<file path="src/design/smx_pkg.sv">
// smx_pkg: types, constants and exponential tables for the softmax confidence block
// no dependencies
`timescale 1ns / 1ps
package smx_pkg;
	localparam int IdxW = 14;
	localparam int LogitW = 16;
	localparam int SumW = 32;
	localparam int ConfW = 16;
	localparam int MaxTokensDefault = 16384;
	localparam logic [IdxW-1:0] BlankReset = 14'd9997;
	localparam logic [SumW-1:0] OneQ18 = 32'd262144;
	localparam logic [16:0] Log2eQ16 = 17'd94548;

	// sequencer states
	typedef enum logic [2:0] {
		ST_IDLE,
		ST_EXP,
		ST_MUL,
		ST_UPD,
		ST_DIV,
		ST_OUT
	} state_t;

	// 2^(-i/16) in Q0.18
	function automatic logic [18:0] coarse_pow(input logic [3:0] i);
		logic [18:0] v;
		case (i)
			4'd0: v = 19'd262144;
			4'd1: v = 19'd251030;
			4'd2: v = 19'd240387;
			4'd3: v = 19'd230195;
			4'd4: v = 19'd220436;
			4'd5: v = 19'd211090;
			4'd6: v = 19'd202141;
			4'd7: v = 19'd193571;
			4'd8: v = 19'd185364;
			4'd9: v = 19'd177505;
			4'd10: v = 19'd169979;
			4'd11: v = 19'd162773;
			4'd12: v = 19'd155872;
			4'd13: v = 19'd149263;
			4'd14: v = 19'd142935;
			default: v = 19'd136875;
		endcase
		return v;
	endfunction

	// 2^(-i/256) in Q0.18
	function automatic logic [18:0] fine_pow(input logic [3:0] i);
		logic [18:0] v;
		case (i)
			4'd0: v = 19'd262144;
			4'd1: v = 19'd261435;
			4'd2: v = 19'd260728;
			4'd3: v = 19'd260023;
			4'd4: v = 19'd259320;
			4'd5: v = 19'd258619;
			4'd6: v = 19'd257920;
			4'd7: v = 19'd257222;
			4'd8: v = 19'd256527;
			4'd9: v = 19'd255833;
			4'd10: v = 19'd255141;
			4'd11: v = 19'd254452;
			4'd12: v = 19'd253763;
			4'd13: v = 19'd253077;
			4'd14: v = 19'd252393;
			default: v = 19'd251711;
		endcase
		return v;
	endfunction
endpackage

</file>
<file path="src/design/softmax_top_confidence.sv">
// softmax_top_confidence: streaming softmax probability of the top token
// depends on smx_pkg
`timescale 1ns / 1ps
// channel  dir  signals                              contents
// s_axis   in   s_tvalid s_tready s_tdata s_tlast    logit per item, last marks frame end
// m_axis   out  m_tvalid m_tready m_tdata m_tuser    confidence, best_index; is_blank
// cfg      in   cfg_valid cfg_ready cfg_data         blank_index
//
// each item passes the accept, exponent, multiply and update steps through the one
// shared 34x19 multiplier; a last item then adds restoring division (35
// quotient bits, one a cycle, then the saturate and blank step) and the output
// state. the input is not ready while an item is at work or a result waits on
// m_tready. arst_n resets all state; blank_index returns to its reset value.
module softmax_top_confidence #(
	parameter int MAX_TOKENS = smx_pkg::MaxTokensDefault
) (
	input  logic        clk,
	input  logic        arst_n,
	input  logic        s_tvalid,
	output logic        s_tready,
	input  logic [15:0] s_tdata,   // logit[15:0]
	input  logic        s_tlast,
	output logic        m_tvalid,
	input  logic        m_tready,
	output logic [31:0] m_tdata,   // confidence[15:0], best_index[29:16]
	output logic        m_tuser,   // is_blank[0]
	input  logic        cfg_valid,
	output logic        cfg_ready,
	input  logic [13:0] cfg_data   // blank_index
);
	localparam int IdxW = smx_pkg::IdxW;
	localparam logic [IdxW-1:0] Limit = IdxW'((MAX_TOKENS - 1) % (1 << IdxW));

	smx_pkg::state_t state_q, state_d;
	logic [IdxW-1:0] blank_q, pos_q, cnt_q;
	logic signed [15:0] max_q, x_q;
	logic [31:0] sum_q;
	logic last_q, gt_q;
	logic [4:0] n_q;
	logic [33:0] mula_q;
	logic [18:0] mulb_q;
	logic [5:0] dcnt_q;
	logic [34:0] rem_q;
	logic [34:0] quo_q;
	logic [15:0] conf_q;
	logic blank_hit_q;

	// shared multiplier
	logic [52:0] prod;
	assign prod = {19'd0, mula_q} * {34'd0, mulb_q};

	logic signed [16:0] diff;
	assign diff = signed'(s_tdata) > max_q ? 17'(signed'(s_tdata)) - 17'(max_q)
		: 17'(max_q) - 17'(signed'(s_tdata));

	assign s_tready = (state_q == smx_pkg::ST_IDLE);
	assign cfg_ready = 1'b1;
	assign m_tvalid = (state_q == smx_pkg::ST_OUT);
	assign m_tdata = {2'b00, pos_q, conf_q};
	assign m_tuser = blank_hit_q;

	// next state
	always_comb begin
		state_d = state_q;
		case (state_q)
			smx_pkg::ST_IDLE: if (s_tvalid) state_d = smx_pkg::ST_EXP;
			smx_pkg::ST_EXP: state_d = smx_pkg::ST_MUL;
			smx_pkg::ST_MUL: state_d = smx_pkg::ST_UPD;
			smx_pkg::ST_UPD: state_d = last_q ? smx_pkg::ST_DIV : smx_pkg::ST_IDLE;
			smx_pkg::ST_DIV: if (dcnt_q == 6'd0) state_d = smx_pkg::ST_OUT;
			smx_pkg::ST_OUT: if (m_tready) state_d = smx_pkg::ST_IDLE;
			default: state_d = smx_pkg::ST_IDLE;
		endcase
	end

	always_ff @(posedge clk or negedge arst_n) begin
		if (!arst_n) state_q <= smx_pkg::ST_IDLE;
		else state_q <= state_d;
	end

	// configuration
	always_ff @(posedge clk or negedge arst_n) begin
		if (!arst_n) blank_q <= smx_pkg::BlankReset;
		else if (cfg_valid) blank_q <= cfg_data;
	end

	// datapath
	logic [18:0] e_val;
	logic [33:0] scaled;
	logic [32:0] acc;
	logic [35:0] trial;
	// exponential: round the table product to Q0.18, then shift down by n
	assign e_val = n_q == 5'd31 ? 19'd0 : 19'(((prod + 53'd131072) >> 18) >> n_q);
	// rising max uses sum*E from the multiplier plus one, otherwise sum plus E
	assign scaled = 34'((prod + 53'd131072) >> 18);
	assign acc = gt_q ? 33'(scaled) + 33'(smx_pkg::OneQ18)
		: {1'b0, sum_q} + {14'd0, mulb_q};
	assign trial = {rem_q, quo_q[34]} - {4'd0, sum_q};

	always_ff @(posedge clk or negedge arst_n) begin
		if (!arst_n) begin
			max_q <= 16'sh8000;
			pos_q <= '0;
			sum_q <= '0;
			cnt_q <= '0;
			x_q <= '0;
			last_q <= 1'b0;
			gt_q <= 1'b0;
			n_q <= '0;
			mula_q <= '0;
			mulb_q <= '0;
			dcnt_q <= '0;
			rem_q <= '0;
			quo_q <= '0;
			conf_q <= '0;
			blank_hit_q <= 1'b0;
		end else begin
			case (state_q)
				smx_pkg::ST_IDLE: if (s_tvalid) begin
					x_q <= signed'(s_tdata);
					last_q <= s_tlast;
					gt_q <= signed'(s_tdata) > max_q;
					mula_q <= 34'(diff[15:0]);
					mulb_q <= 19'(smx_pkg::Log2eQ16);
				end
				smx_pkg::ST_EXP: begin
					// u = t * log2e; split into shift and table indices
					n_q <= prod[52:24] >= 29'd19 ? 5'd31 : prod[28:24];
					mula_q <= 34'(smx_pkg::coarse_pow(prod[23:20]));
					mulb_q <= smx_pkg::fine_pow(prod[19:16]);
				end
				smx_pkg::ST_MUL: begin
					// keep E and load sum*E for the rescale of a rising max
					mula_q <= {2'b00, sum_q};
					mulb_q <= e_val;
				end
				smx_pkg::ST_UPD: begin
					if (gt_q) begin
						max_q <= x_q;
						pos_q <= cnt_q;
					end
					if (!last_q && cnt_q < Limit) cnt_q <= cnt_q + 1'b1;
					sum_q <= acc[32] ? 32'hFFFFFFFF : acc[31:0];
					dcnt_q <= 6'd35;
					rem_q <= '0;
					quo_q <= 35'h4_0000_0000;
				end
				smx_pkg::ST_DIV: begin
					if (dcnt_q != 6'd0) begin
						if (!trial[35]) begin
							rem_q <= trial[34:0];
							quo_q <= {quo_q[33:0], 1'b1};
						end else begin
							rem_q <= {rem_q[33:0], quo_q[34]};
							quo_q <= {quo_q[33:0], 1'b0};
						end
						dcnt_q <= dcnt_q - 1'b1;
					end else begin
						blank_hit_q <= pos_q == blank_q;
						conf_q <= pos_q == blank_q ? 16'd0
							: (sum_q == 32'd0 || quo_q[34:16] != 19'd0)
								? 16'hFFFF : quo_q[15:0];
					end
				end
				smx_pkg::ST_OUT: if (m_tready) begin
					max_q <= 16'sh8000;
					pos_q <= '0;
					sum_q <= '0;
					cnt_q <= '0;
				end
				default: ;
			endcase
		end
	end

`ifndef SYNTH
	// result only after a last item
	a_out: assert property (@(posedge clk) disable iff (!arst_n)
		$rose(m_tvalid) |-> $past(last_q)) else $error("result without last item");
	// blank result carries zero confidence
	a_blank: assert property (@(posedge clk) disable iff (!arst_n)
		m_tvalid && m_tuser |-> m_tdata[15:0] == 16'd0) else $error("blank nonzero");
	// no input taken while a result waits
	a_busy: assert property (@(posedge clk) disable iff (!arst_n)
		m_tvalid |-> !s_tready) else $error("ready while result pending");
`endif
endmodule

</file>
<file path="config.mk">
export PLATFORM = sky130hd
export DESIGN_NAME = softmax_top_confidence
export DESIGN_NICKNAME = d
export VERILOG_FILES = /design/src/design/smx_pkg.sv /design/src/design/softmax_top_confidence.sv
export SDC_FILE = /design/constraint.sdc
export NUM_CORES = 2
export LEC_CHECK = 0
export BUFFER_PORTS_ARGS = -buffer_cell sky130_fd_sc_hd__buf_2
export CORE_MARGIN = 1.5
export CORE_UTILIZATION = 36
export DETAILED_ROUTE_END_ITERATION = 10
export PLACE_DENSITY_LB_ADDON = 0.1
export SETUP_SLACK_MARGIN = 0.4
export SYNTH_ARGS = -nofsm -noshare
export SYNTH_HDL_FRONTEND = slang
export SYNTH_SLANG_ARGS = --single-unit
</file>
<file path="constraint.sdc">
create_clock -name clk -period 16.8 [get_ports clk]
set_clock_uncertainty 0.2 [all_clocks]
set_input_delay 0.84 -clock clk [delete_from_list [all_inputs] [get_ports clk]]
set_output_delay 0.84 -clock clk [all_outputs]
set_load 0.01 [all_outputs]
</file>
==> results.md <==
* Status: finished, final reports clean
* Die Height at 332 um
* CTS H-Tree Depth at 2
* Pin count of the biggest net entering global routing at 97
* Reg2Reg Capture Point: sum_q[10]$_DFFE_PN0P_
* Post-DP Area at 40,500 um2
* Worst-Margin Slew at 1.23 ns
* Synth top area cells: fa_1, dfrtp_1, ha_1
* CTS Hold Bufs at 0
* Final Hold Fails at 0
* Max_slew headroom at 0.180
* WP buf/inv at 3
* Crit-path max FO at 32
* Die footprint at 110,000 um2
* Initial antenna violation count at 8
* Arr. time, crit path at 11.90 ns
* Layout Nets at 5,257
* Startpoint Class: flip-flop
* Setup Buffers After CTS at 0
* Cell accounting for the most synthesized area: fa_1
* Root Buffer: clkbuf_16
* Fillers at 11,100
* Synth Flop Type: dfrtp_1
* Seq/Total Area, Yosys at 0.168
* Syn. warnings at 0
* Element type at the critical path end: flip-flop
* Final setup fails at 0
* Cell Area, Synth at 38,900 um2
* Residual DRC at 0
* Chip Width at 332 um
* Avg WL per Cell at 20.6 um
* Crit-path max cell delay at 1.06 ns
* Synth-to-layout area growth at 6.90%
* Post-route setup TNS at 0 ns
* Worst R2R Start: mula_q[15]$_DFFE_PN0P_
* Hold Crit Class: primary input to asynchronous set/reset pin
* Critical Path Start: mula_q[15]$_DFFE_PN0P_
* Post-DP HPWL at 92,600 um
* CP max stage cell: dfrtp_1
* Final non-filler cell area at 41,600 um2
* CTS max path bufs at 3
* Num CTS Buffers at 34
* Async SR Flop Fraction at 1.00
* Starting density of the core at 0.363
* Post-Synthesis Cells at 4,572
* CTS tree: yes
* Post-CTS Resized at 0
* Core Rows at 120
* Layout cells sized above 1 at 0.0650
* Total gr overflow at 0
* FMAX at 0.0855 GHz
* Cell family with most CP delay: adder cells
* Most used cell, CP: fa_1
* RSZ-0062 raised after global routing: false
* Fin crit share at 0.697
* Routed vias at 31,600
* Gpl congestion at 0.908
* First-pass GRT wire length at 196,000 um
* # IOs at 72
* Vias in the first global route at 32,800
* Synth Register Bits at 260
* Core Area at 107,000 um2
* Avg Cell Area, Syn at 8.50 um2
* Worst reg2reg path depth at 28
* Number of antenna diodes at 0
* Drt total wl at 122,000 um
* Max-cap violation count at 0
* CTS Sinks at 260
* Buffers added on ports at 68
* Final Slew Violations at 0
* Reg2Reg Setup Slack at 5.10 ns
* Vias/cell at 5.36
* Required time of the worst setup path at 17.00 ns
* Final worst path period need at 11.70 ns
* Number of synthesized flops with an enable pin at 0
* Tot GR Track Use at 0.224
* Detailed Route Iter0 Violations at 2,187
* Clock latency on the worst-skew pair at 0.56 ns
* Setup CP Type: flip-flop to flip-flop
* Drt first pass iters at 6
* Cell variety after synth at 99
* Clk pin slew, worst setup/hold paths at 0.07 ns
* Antenna-violating nets left at 0
* Top-area cell type share of the netlist area at 0.264
==> layout make-up <==
type                    count  area (um2)  area share
inverters                 603        2260      0.0545
flip-flops and latches    260        6520       0.157
well taps                1403        1760      0.0422
multi-input cells        3431       29100       0.699
clock buffers              55        1040      0.0250
clock inverters             6        53.8     0.00129
repair buffers            137         868      0.0209
==> cell usage in the layout, fill, tap and decap left out, types with 14 or more instances in the layout <==
cell       count
a21oi_1      219
nand2_1      631
buf_2         67
and3_1        23
clkbuf_16     35
mux2_2        45
xnor2_1      103
xor2_1        64
a22o_1        18
a211oi_1      38
dfrtp_1      250
o21ai_0      224
nor2_1       188
nand4_1       28
ha_1         241
o211ai_1      25
nor4_1        26
and2_1       348
mux2i_1       61
buf_4         69
nor3_1        74
a31oi_1       47
or3_1         18
o21a_1        22
fa_1         513
o22ai_1       14
o21bai_1      16
nand3_1       84
nor2b_1       25
nand2b_1      26
a21o_1        57
inv_1        599
a22oi_1       16
==> layer usage <==
layer	vias to the layer above	GRT usage	routed length, um
met5	-	0	24
met4	4	0.0489	2780
met3	133	0.0205	4610
met2	636	0.363	56000
met1	16000	0.324	58200
li1	14800	-	-
==> metrics by stage <==
| stage | setup WS (ns) | instances | utilization | hold WS [ns] |
|---|---|---|---|---|
| finish | 5.10 | 5895 | 0.388 | 0.0618 |
| CTS | 5.15 | 5895 | 0.388 | 0.0639 |
| detailed placement | 5.19 | 5834 | 0.378 | 0.251 |
| floorplan | 6.94 | 4573 | - | 0.256 |
| global placement | 5.19 | 5834 | 0.378 | 0.249 |
| global route | 4.30 | 5895 | 0.388 | 0.0990 |
==> cells by family after synthesis <==
logic type,synth area share
other,0.000193
AO/OA/AOI/OAI,0.142
AND/OR/NAND/NOR,0.192
buffers and inverters,0.0864
adder cells (fa/ha/maj),0.342
XOR/XNOR,0.0383
multiplexers,0.0322
flip-flops,0.168
==> worst max path at each step <==
stage | end | slack, ns | cells past startpoint
after floorplan | mulb_q[12]$_DFFE_PN0P_ | 6.94 | 35
after global placement | sum_q[5]$_DFFE_PN0P_ | 5.19 | 28
after detailed placement | sum_q[10]$_DFFE_PN0P_ | 5.19 | 28
after CTS | sum_q[10]$_DFFE_PN0P_ | 5.15 | 28
after global routing | sum_q[19]$_DFFE_PN0P_ | 4.30 | 33
final | sum_q[10]$_DFFE_PN0P_ | 5.10 | 28
==> Yosys cell counts, types with 57 or more instances <==
cell type,number
a21o_1,57
a21oi_1,219
and2_1,348
clkbuf_1,246
dfrtp_1,252
fa_1,513
ha_1,241
inv_1,599
mux2i_1,61
nand2_1,631
nand3_1,84
nor2_1,194
nor3_1,74
o21ai_0,224
xnor2_1,104
xor2_1,64
==> worst register-to-register path, delay by kind of cell (launching register included) <==
kind | cells | cell delay (ns)
AO/OA/AOI/OAI | 3 | 1.01
XOR/XNOR | 1 | 0.70
adder cells (fa/ha/maj) | 9 | 4.16
buffers and inverters | 3 | 0.45
flip-flops | 1 | 1.06
multiplexers | 1 | 0.19
AND/OR/NAND/NOR | 11 | 3.77
==> state kept, by name, indices dropped and copies added, names as in the netlist, 16 cells and up <==
register and cells:
quo_q 35, rem_q 35, mula_q 32, sum_q 32, mulb_q 19, conf_q 16, max_q 16, x_q 16
Power is not shown: default switching activity piles up to over one toggle a cycle in this logic, so the estimate is an artifact.
